===== config.mk =====
export PLATFORM = sky130hd
export DESIGN_NAME = gb3_queue
export DESIGN_NICKNAME = d
export VERILOG_FILES = /design/src/gb3_pkg.sv /design/src/gb3_queue.sv
export SDC_FILE = /design/constraint.sdc
export NUM_CORES = 1
export LEC_CHECK = 0
export BUFFER_PORTS_ARGS = -buffer_cell sky130_fd_sc_hd__buf_2
export CORE_AREA = 4 4 130 132
export CTS_CLUSTER_DIAMETER = 60
export DETAILED_ROUTE_END_ITERATION = 8
export DIE_AREA = 0 0 134 136
export PLACE_DENSITY = 0.75
export SLEW_MARGIN = 20
export SYNTH_ARGS = -nofsm -noshare
export SYNTH_HDL_FRONTEND = slang
export SYNTH_SLANG_ARGS = --single-unit

===== constraint.sdc =====
create_clock -name clk -period 4.04 [get_ports clk]
set_clock_uncertainty 0.15 [all_clocks]
set_input_delay 0.808 -clock clk [delete_from_list [all_inputs] [get_ports clk]]
set_output_delay 0.808 -clock clk [all_outputs]
set_load 0.01 [all_outputs]

===== src/gb3_pkg.sv =====
// Shared types and constants for the 3x3 Gaussian blur core.
// No dependencies; imported by every module of the core.
package gb3_pkg;

  // Fixed field widths of the pixel, result and configuration ports
  localparam int PIX_W   = 8;
  localparam int ROW_W   = 12;
  localparam int COL_W   = 10;
  localparam int IMG_W_W = 11;
  localparam int IMG_H_W = 13;
  localparam int CFG_W   = 13;
  localparam int CFG_IDX_W = 2;

  // Register indexes of the configuration port
  localparam logic [CFG_IDX_W-1:0] CFG_IDX_WIDTH  = 2'd0;
  localparam logic [CFG_IDX_W-1:0] CFG_IDX_HEIGHT = 2'd1;

  // Reset values of the frame size registers
  localparam logic [IMG_W_W-1:0] RESET_WIDTH  = 11'd512;
  localparam logic [IMG_H_W-1:0] RESET_HEIGHT = 13'd512;

  // Default maximum frame size
  localparam int DEF_MAX_WIDTH  = 1024;
  localparam int DEF_MAX_HEIGHT = 4096;

  // Smallest frame dimension the filter supports
  localparam int MIN_DIM = 3;

  // Kernel 1 2 1 / 2 4 2 / 1 2 1 over 16: each tap is pixel * w / 16 with
  // w a power of two, i.e. a right shift by 4 - log2(w)
  localparam int unsigned KERN_SHIFT [9] = '{4, 3, 4, 3, 2, 3, 4, 3, 4};

  // Job queue between front and back
  localparam int QUEUE_DEPTH = 4;
  localparam int QPTR_W      = $clog2(QUEUE_DEPTH);
  localparam int QCNT_W      = $clog2(QUEUE_DEPTH + 1);

  // One completed window: its blurred value and the coordinates it covers
  typedef struct packed {
    logic [PIX_W-1:0] value;
    logic [ROW_W-1:0] row_mid;
    logic [ROW_W-1:0] row_end;
    logic             row_lo;
    logic             row_hi;
    logic [COL_W-1:0] col_mid;
    logic [COL_W-1:0] col_end;
    logic             col_lo;
    logic             col_hi;
  } gb3_job_t;

endpackage


===== src/gb3_queue.sv =====
// Small job FIFO between the blur front end and the result expander.
// Depends on gb3_pkg for the job type and depth.
module gb3_queue
  import gb3_pkg::*;
(
  input  logic              clk,
  input  logic              rst_n,
  input  logic              push,
  input  gb3_job_t          push_job,
  input  logic              pop,
  output gb3_job_t          head,
  output logic              not_empty,
  output logic [QCNT_W-1:0] count
);

  gb3_job_t          q_mem_r [QUEUE_DEPTH];
  logic [QPTR_W-1:0] wr_ptr_r, wr_ptr_nxt;
  logic [QPTR_W-1:0] rd_ptr_r, rd_ptr_nxt;
  logic [QCNT_W-1:0] count_r, count_nxt;

  always_comb begin
    wr_ptr_nxt = wr_ptr_r;
    rd_ptr_nxt = rd_ptr_r;
    count_nxt  = count_r;
    if (push) begin
      wr_ptr_nxt = (wr_ptr_r == QPTR_W'(QUEUE_DEPTH - 1)) ? '0 : wr_ptr_r + 1'b1;
    end
    if (pop) begin
      rd_ptr_nxt = (rd_ptr_r == QPTR_W'(QUEUE_DEPTH - 1)) ? '0 : rd_ptr_r + 1'b1;
    end
    if (push && !pop) begin
      count_nxt = count_r + 1'b1;
    end else if (pop && !push) begin
      count_nxt = count_r - 1'b1;
    end
  end

  always_ff @(posedge clk) begin
    if (!rst_n) begin
      wr_ptr_r <= '0;
      rd_ptr_r <= '0;
      count_r  <= '0;
    end else begin
      wr_ptr_r <= wr_ptr_nxt;
      rd_ptr_r <= rd_ptr_nxt;
      count_r  <= count_nxt;
    end
  end

  always_ff @(posedge clk) begin
    if (push) begin
      q_mem_r[wr_ptr_r] <= push_job;
    end
  end

  assign head      = q_mem_r[rd_ptr_r];
  assign not_empty = (count_r != '0);
  assign count     = count_r;

endmodule


==> flow_metrics.py <==
metrics = {
    "clock_tree": {
        "insertion_delay_ps": 480,
        "cts_setup_buffers": 0,
        "cts_resized": 0,
        "cts_max_level": 1,
        "clk_pin_slew_ps": 60,
        "clock-sinks": 233,
        "cts_tree": "done",
        "clk_path_buf_depth": 3,
        "cts_hold_buffers": 0,
        "cts_buffers": 23,
        "cts-root-buf": "clkbuf_16",
    },
    "die": {
        "pin_count": 120,
        "start_util_pct": 54.5,
        "die_w_um": 134,
        "num_rows": 46,
        "core-area_um2": 15700,
        "design.die.area_um2": 18200,
        "fp.dieH_um": 136,
    },
    "flow_run": {
        "cap_violations": 0,
    },
    "cells_and_area": {
        "drive_gt1_share_pct": 45.6,
        "final_cell_mix": "edfxtp_1, buf_2, mux4_2, clkbuf_16",
        "final_cells": 705,
        "nNetsFinal": 540,
        "area_delta_synth_final_pct": 20.2,
        "diodes": 0,
        "register_area_um2": 6910,
        "final_common_cell": "edfxtp_1",
        "multi_input_area_um2": 1520,
        "nFillCells": 1035,
    },
    "route": {
        "wl_um": 15200,
        "ant_nets": 0,
        "avgRoutedWirePerCell_um": 21.6,
        "drt-met1-wl_um": 6310,
        "route.met3.wl_um": 1030,
        "drtIter0Drc": 317,
        "topRoutingLayerUsed": "met5",
        "drcViolationCount": 0,
        "dr_wl_met2_um": 7560,
        "drt-vias-per-instance": 5.40,
        "vias": 3806,
        "drt_pass1_iterations": 4,
    },
    "global_route": {
        "gr-total-overflow": 0,
        "track_usage_pct": 17.0,
        "grt_pass1_wl_um": 23800,
        "grt_max_degree": 34,
        "antenna_found_initial": 1,
        "grt_pass1_vias": 4264,
    },
    "yosys": {
        "syn_area_per_cell_um2": 25.6,
        "ys_seq_area_share_pct": 80.6,
        "syn-cell-area_um2": 8570,
        "synth_cell_type_count": 22,
        "synth_flop_cell": "edfxtp_1",
        "synth-seq-cells": 233,
        "async_flop_share_pct": 0,
        "synth_edf_count": 224,
        "synth_nets": 402,
        "synth_warnings": 0,
        "syn_inst": 335,
    },
    "timing": {
        "rsz0062_at_grt": "false",
        "fin_tns_setup_ps": 0,
        "period_share_pct": 80.0,
        "fin_ws_ps": 810,
        "fin_hold_ws_ps": 374,
        "setup_viol": 0,
        "hold_viol": 0,
        "worst_pin_slew_ps": 756,
        "slew-limit-headroom_pct": 49.6,
        "min_period_ps": 3230,
        "report.final.slew_viol_count": 0,
        "clock.fmax_mhz": 310,
    },
    "placement": {
        "gp_congestion": 0.723,
        "dp_cells": 664,
        "dp_hpwl_um": 9030,
        "pre_cts_ws_ps": 1250,
        "port_buffers": 119,
    },
    "setup_path": {
        "end_kind": "output pin",
        "reg2reg_from": "wr_ptr_r[0]",
        "reg2reg_depth": 4,
        "worstSetupPathType": "flop to output pin",
        "rrSetupSlack_ps": 2010,
        "critPathMaxFanout": 32,
        "critPathArrivalTime_ps": 2270,
        "start_kind": "flop",
        "required_ps": 3080,
        "r2r_end": "q_mem_r[0][39]",
    },
    "min_path": {
        "hold_end": "count[2]",
        "holdPathStages": 2,
        "min_path_type": "flop to flop",
        "min-delay-start": "count[2]",
    },
    "pwr": {
        "vdd_ir_drop_max_uv": 356,
        "p_leak_uw": 0.00352,
        "powerDensity_nw_per_um2": 547,
    },
    "status": {
        "status": "finished, final reports clean",
    },
}
[registers in the layout, summed over array words and instances (netlist names), named ones only]
signal / flops
q_mem_r: 224
wr_ptr_r: 2
rd_ptr_r: 2
count: 3
[stage by stage]
stage                     cell area, µm²  total power (µW)  utilization (%)
after floorplan                     8570              3120                -
after global routing               10300              5840             65.5
final                              10300              5640             65.5
after detailed placement            9440              3320             60.0
after global placement              9440              3300             60.0
after CTS                          10300              5700             65.5
[metal layers]
layer | vias to the layer above | global-route usage (%)
met5 | - | 0
met2 | 127 | 27.3
met4 | 2 | 4.17
li1 | 1697 | -
met1 | 1955 | 23.7
met3 | 25 | 4.48
[synthesized netlist by cell type (2+ instances only)]
cell type	instances	area share, %
edfxtp_1	224	79
mux4_2	56	15
dfxtp_1	9	2.1
ha_1	6	0.88
and2_1	5	0.37
buf_2	5	0.29
nor2b_1	5	0.37
buf_12	4	0.93
inv_1	4	0.18
mux2i_1	4	0.47
or3_1	2	0.15
[worst max-delay path by stage]
stage	start	to	slack, ps
final	flop	head[12]	810
after global routing	flop	head[12]	620
after CTS	flop	head[12]	730
after detailed placement	flop	head[12]	1250
after global placement	flop	head[12]	1240
after floorplan	push	q_mem_r[0][0]	1330
[cell type report]
class | instances | share of cell area, %
sequential | 233 | 67.1
multi-input combinational | 86 | 14.8
timing repair buffer | 125 | 6.95
clock buffer | 31 | 6.17
tap | 216 | 2.62
clock inverter | 10 | 2.21
inverter | 4 | 0.146
[logic make-up (layout without fill, tap and decap cells)]
group                      Yosys count  after routing  share of synthesized area (%)
DFF                                233            233                           80.6
and+or+nand+nor                     14             14                          0.978
muxes                               60             60                           15.2
AOI/OAI and AO/OA                    3              3                          0.234
xor gates and xnor gates             2              2                          0.205
adders and majority gates            7              7                           1.11
buffers and inverters               16            170                           1.66
[where the power goes]
group | switching (µW) | internal, µW
registers | 48.1 | 2770
clock network | 831 | 1550
logic | 231 | 213
[worst max-delay path, stage by stage (launching register included)]
cell and delay (ps):
dfxtp_4 680, buf_12 330, mux4_2 560, buf_2 160
Power figures use the tool's default switching activity.
