### src/gb3_pkg.sv
// Shared types and constants for the 3x3 Gaussian blur core.
// No dependencies; imported by every module of the core.
package gb3_pkg;

  // Fixed field widths of the pixel, result and configuration ports
  localparam int PIX_W   = 8;
  localparam int ROW_W   = 12;
  localparam int COL_W   = 10;
  localparam int IMG_W_W = 11;
  localparam int IMG_H_W = 13;
  localparam int CFG_W   = 13;
  localparam int CFG_IDX_W = 2;

  // Register indexes of the configuration port
  localparam logic [CFG_IDX_W-1:0] CFG_IDX_WIDTH  = 2'd0;
  localparam logic [CFG_IDX_W-1:0] CFG_IDX_HEIGHT = 2'd1;

  // Reset values of the frame size registers
  localparam logic [IMG_W_W-1:0] RESET_WIDTH  = 11'd512;
  localparam logic [IMG_H_W-1:0] RESET_HEIGHT = 13'd512;

  // Default maximum frame size
  localparam int DEF_MAX_WIDTH  = 1024;
  localparam int DEF_MAX_HEIGHT = 4096;

  // Smallest frame dimension the filter supports
  localparam int MIN_DIM = 3;

  // Kernel 1 2 1 / 2 4 2 / 1 2 1 over 16: each tap is pixel * w / 16 with
  // w a power of two, i.e. a right shift by 4 - log2(w)
  localparam int unsigned KERN_SHIFT [9] = '{4, 3, 4, 3, 2, 3, 4, 3, 4};

  // Job queue between front and back
  localparam int QUEUE_DEPTH = 4;
  localparam int QPTR_W      = $clog2(QUEUE_DEPTH);
  localparam int QCNT_W      = $clog2(QUEUE_DEPTH + 1);

  // One completed window: its blurred value and the coordinates it covers
  typedef struct packed {
    logic [PIX_W-1:0] value;
    logic [ROW_W-1:0] row_mid;
    logic [ROW_W-1:0] row_end;
    logic             row_lo;
    logic             row_hi;
    logic [COL_W-1:0] col_mid;
    logic [COL_W-1:0] col_end;
    logic             col_lo;
    logic             col_hi;
  } gb3_job_t;

endpackage

### src/gb3_back.sv
// Back end: expands each job into its 1 to 9 result items and holds them
// in the output register. Depends on gb3_pkg for the job type.
module gb3_back
  import gb3_pkg::*;
(
  input  logic             clk,
  input  logic             rst_n,
  input  gb3_job_t         head,
  input  logic             not_empty,
  output logic             pop,
  output logic             out_valid,
  input  logic             out_ready,
  output logic [PIX_W-1:0] out_value,
  output logic [ROW_W-1:0] out_row,
  output logic [COL_W-1:0] out_col,
  output logic             out_last
);

  logic [1:0]       ri_r, ri_nxt;
  logic [1:0]       ci_r, ci_nxt;
  logic             out_valid_r, out_valid_nxt;
  logic [PIX_W-1:0] out_value_r;
  logic [ROW_W-1:0] out_row_r;
  logic [COL_W-1:0] out_col_r;
  logic             out_last_r;
  logic             load;
  logic             last_ri, last_ci;
  logic [ROW_W-1:0] sel_row;
  logic [COL_W-1:0] sel_col;

  assign load    = not_empty && (!out_valid_r || out_ready);
  assign last_ri = (ri_r == (2'(head.row_lo) + 2'(head.row_hi)));
  assign last_ci = (ci_r == (2'(head.col_lo) + 2'(head.col_hi)));
  assign pop     = load && last_ri && last_ci;

  // rows and columns ascending: low edge copy, centre, high edge copy
  always_comb begin
    case (ri_r)
      2'd0:    sel_row = head.row_lo ? '0 : head.row_mid;
      2'd1:    sel_row = head.row_lo ? head.row_mid : head.row_end;
      default: sel_row = head.row_end;
    endcase
    case (ci_r)
      2'd0:    sel_col = head.col_lo ? '0 : head.col_mid;
      2'd1:    sel_col = head.col_lo ? head.col_mid : head.col_end;
      default: sel_col = head.col_end;
    endcase
  end

  always_comb begin
    ri_nxt        = ri_r;
    ci_nxt        = ci_r;
    out_valid_nxt = out_valid_r;
    if (load) begin
      out_valid_nxt = 1'b1;
      if (last_ci) begin
        ci_nxt = '0;
        ri_nxt = last_ri ? '0 : ri_r + 1'b1;
      end else begin
        ci_nxt = ci_r + 1'b1;
      end
    end else if (out_ready) begin
      out_valid_nxt = 1'b0;
    end
  end

  always_ff @(posedge clk) begin
    if (!rst_n) begin
      ri_r        <= '0;
      ci_r        <= '0;
      out_valid_r <= 1'b0;
    end else begin
      ri_r        <= ri_nxt;
      ci_r        <= ci_nxt;
      out_valid_r <= out_valid_nxt;
    end
  end

  always_ff @(posedge clk) begin
    if (load) begin
      out_value_r <= head.value;
      out_row_r   <= sel_row;
      out_col_r   <= sel_col;
      out_last_r  <= last_ri && last_ci;
    end
  end

  assign out_valid = out_valid_r;
  assign out_value = out_value_r;
  assign out_row   = out_row_r;
  assign out_col   = out_col_r;
  assign out_last  = out_last_r;

endmodule

### config.mk
export PLATFORM = sky130hd
export DESIGN_NAME = gb3_back
export DESIGN_NICKNAME = d
export VERILOG_FILES = /design/src/gb3_pkg.sv /design/src/gb3_back.sv
export SDC_FILE = /design/constraint.sdc
export NUM_CORES = 1
export LEC_CHECK = 0
export ABC_AREA = 1
export BUFFER_PORTS_ARGS = -buffer_cell sky130_fd_sc_hd__buf_4
export CAP_MARGIN = 5
export CORE_ASPECT_RATIO = 1.5
export CORE_MARGIN = 2
export CORE_UTILIZATION = 39
export CTS_CLUSTER_DIAMETER = 200
export CTS_CLUSTER_SIZE = 14
export DETAILED_ROUTE_END_ITERATION = 8
export GPL_ROUTABILITY_DRIVEN = 1
export GPL_TIMING_DRIVEN = 0
export PLACE_DENSITY = 0.86
export SYNTH_ARGS = -nofsm -noshare
export SYNTH_HDL_FRONTEND = slang
export SYNTH_SLANG_ARGS = --single-unit
export TNS_END_PERCENT = 5
### constraint.sdc
create_clock -name clk -period 1.43 [get_ports clk]
set_input_delay 0 -clock clk [delete_from_list [all_inputs] [get_ports clk]]
set_output_delay 0 -clock clk [all_outputs]
set_load 0.05 [all_outputs]
==> impl_metrics.toml <==
[drt]
dr.max_layer_used = "met4"
drc_errors = 0
wl_met3_um = 262
ant_nets = 0
via_per_inst = 4.698
wl_met1_um = 1515
met2WireLength_um = 2313
vias = 1522
avgRoutedWirePerCell_um = 12.78
first_iter_violations = 51
dr.pass1.iters = 4
drt_wl_total_um = 4142

[grt]
grt_remaining_overflow = 0
antenna_found_initial = 0
grt_pass1_wl_um = 6389
grt_usage_pct = 17.36
grt_pass1_vias = 1476
grt_max_degree = 18

[cts]
clockBufferDepth = 2
clk_pin_slew_ns = 0.08
cts_max_level = 2
cts-root-buf = "clkbuf_8"
insertion_delay_ns = 0.29
cts_tree = "done"
cts.sinks = 36
cts_buffers = 5

[pwr]
report.power.total_mw = 3.144
p_leak_nw = 1.284
p_int_mw = 2.138
pwr-share-comb_pct = 30.3
p_clk_share_pct = 28.1
switching_share_pct = 31.99
irDropWorstVdd_uv = 996.5
seqPwrFrac_pct = 41.6
p_sw_mw = 1.006
power.density_mw_per_mm2 = 1163

[timing]
setup_violations = 0
drv_slew = 0
fmax_mhz = 742.2
fin_crit_sh_pct = 94.22
skew_ns = 0.006233
hold_viol = 0
setup_ws_ns = 0.08262
fin_crit_ns = 1.347
tightestPinTransition_ns = 0.5415
slew_headroom_pct = 63.82
rsz0062_at_grt = "true"

[final_layout]
diodes = 0
synthToLayoutAreaGrowth_pct = 61.99
final_cell_mix = "buf_4 (92), inv_1 (33), edfxtp_1 (31)"
fin_nets = 343
drive_above_1_share_pct = 43.17
finalNonFillerCells = 324
final_common_cell = "buf_4"
design_area_mm2 = 0.002704
final_core_util_pct = 64.80

[hold_path]
hold_class = "in -> reg"

[synth]
ys_warn_count = 0
syn_area_mm2 = 0.001669
synth-seq-area-share_pct = 61.77
yosysUniqueCellTypes = 16
yosys_register_bits = 36
synth_nets = 233
synth_area_per_cell_um2 = 9.995
syn_inst = 167

[floorplan]
die_w_um = 57.42
ios = 93
start_util_pct = 40.00
fp.dieH_um = 84.13
core_area_mm2 = 0.004173
die-area_mm2 = 0.004830
num_rows = 29

[critical_path]
path_cells = "inv_1, ha_1, o21ai_2, buf_6, o21ai_0"
critical_path_required_ns = 1.46
critical_path_arrival_ns = 1.37
path_class = "reg -> reg"
cp_slowest_cell = "dfxtp_2"
path_max_fanout = 10
critPathMaxStageDelay_ns = 0.35
cp-end-kind = "register"
crit_path_start_kind = "register"

[placement]
pre_cts_ws_ns = -0.3581
place_area_mm2 = 0.002432
dp.cells = 305
dpl.hpwl_um = 2899
numPortBuffers = 92
routabilityCongestion = 0.7539

[run_status]
status = "finished, final reports clean"

[flow_run]
maxCapViolations = 0
-- timing repair --
item / CTS / global route
endpoints found under the setup margin: 56 / 21
resized for setup: 6 / 12
cloned: 1 / 0
setup buffers: 1 / 0
pin swaps: 1 / 0
endpoints found under the hold margin: 10 / 0
hold buffers: 9 / 0
-- cell families (layout without fill, tap and decap cells) --
family	count (synthesis)	count (layout)	synth area share [%]
buffers and inverters	39	149	8.995
AND/OR/NAND/NOR	56	56	15.07
flip-flops	36	36	61.77
AO/OA/AOI/OAI	30	31	9.670
adder cells (fa/ha/maj)	6	6	4.498
-- routing by layer --
layer / global-route usage (%) / vias to the layer above
met3: 4.341 / 5
met2: 33.57 / 57
met5: 0 / -
li1: - / 777
met1: 17.46 / 683
met4: 5.074 / 0
-- cell type report --
class | instances | area [µm²]
plain buffers | 3 | 30.03
fillers | 345 | 1469
repair buffers | 102 | 792.0
inverters | 36 | 135.1
well taps | 46 | 57.56
clock buffers | 5 | 68.82
clock inverters | 3 | 42.54
flip-flops and latches | 36 | 1037
multi-input cells | 93 | 540.5
-- flip-flops by register name, summed over array words and instances (netlist names) --
register / count
ci_r: 2
out_col: 10
ri_r: 2
out_valid: 1
out_row: 12
out_value: 8
out_last: 1
-- worst max-delay path: cells and delay by family (launching register included) --
family | cells | cell delay (ns)
DFF | 1 | 0.35
buffers and inverters | 2 | 0.22
adders and majority gates | 1 | 0.24
AOI/OAI and AO/OA | 2 | 0.27
-- synthesized netlist by cell type --
cell type  count  area share (%)
a21oi_1        5             1.5
a21oi_4        1            0.97
buf_2          3            0.90
dfxtp_1        5             6.0
edfxtp_1      31              56
ha_1           6             4.5
inv_1         34             7.6
inv_2          2            0.45
nand2_1       24             5.4
nand2_2        1            0.38
nand3_1       25             7.5
nand3_2        1            0.60
nor2_1         4            0.90
nor3_1         1            0.30
o21ai_0       23             6.9
o21ai_1        1            0.30
-- power by group through the flow --
stage / clock (mW) / combinational, mW / sequential (mW)
after floorplan: 0 / 0.250 / 1.64
after global placement: 0 / 0.870 / 1.32
after detailed placement: 0 / 0.887 / 1.33
after CTS: 0.898 / 0.930 / 1.31
after global routing: 0.946 / 1.02 / 1.32
final: 0.883 / 0.953 / 1.31
-- final timing paths --
check,startpoint,endpoint,slack (ns),cells past startpoint
worst min register to register,ci_r[1],ci_r[1],0.49,2
worst min-delay path,head[4],out_col[2],0.02,3
worst max-delay path,ri_r[0],out_row[7],0.08,5
worst max register to register,ri_r[0],out_row[7],0.08,5
-- metrics by stage --
stage | setup TNS, ns | hold slack, ns
2_1_floorplan | -1.110 | 0.09887
3_3_place_gp | -7.079 | 0.1788
3_5_place_dp | -8.504 | 0.1795
4_1_cts | 0 | 0.01753
5_1_grt | -0.03448 | 0.02653
6_report | 0 | 0.01974
Power figures use the tool's default switching activity.
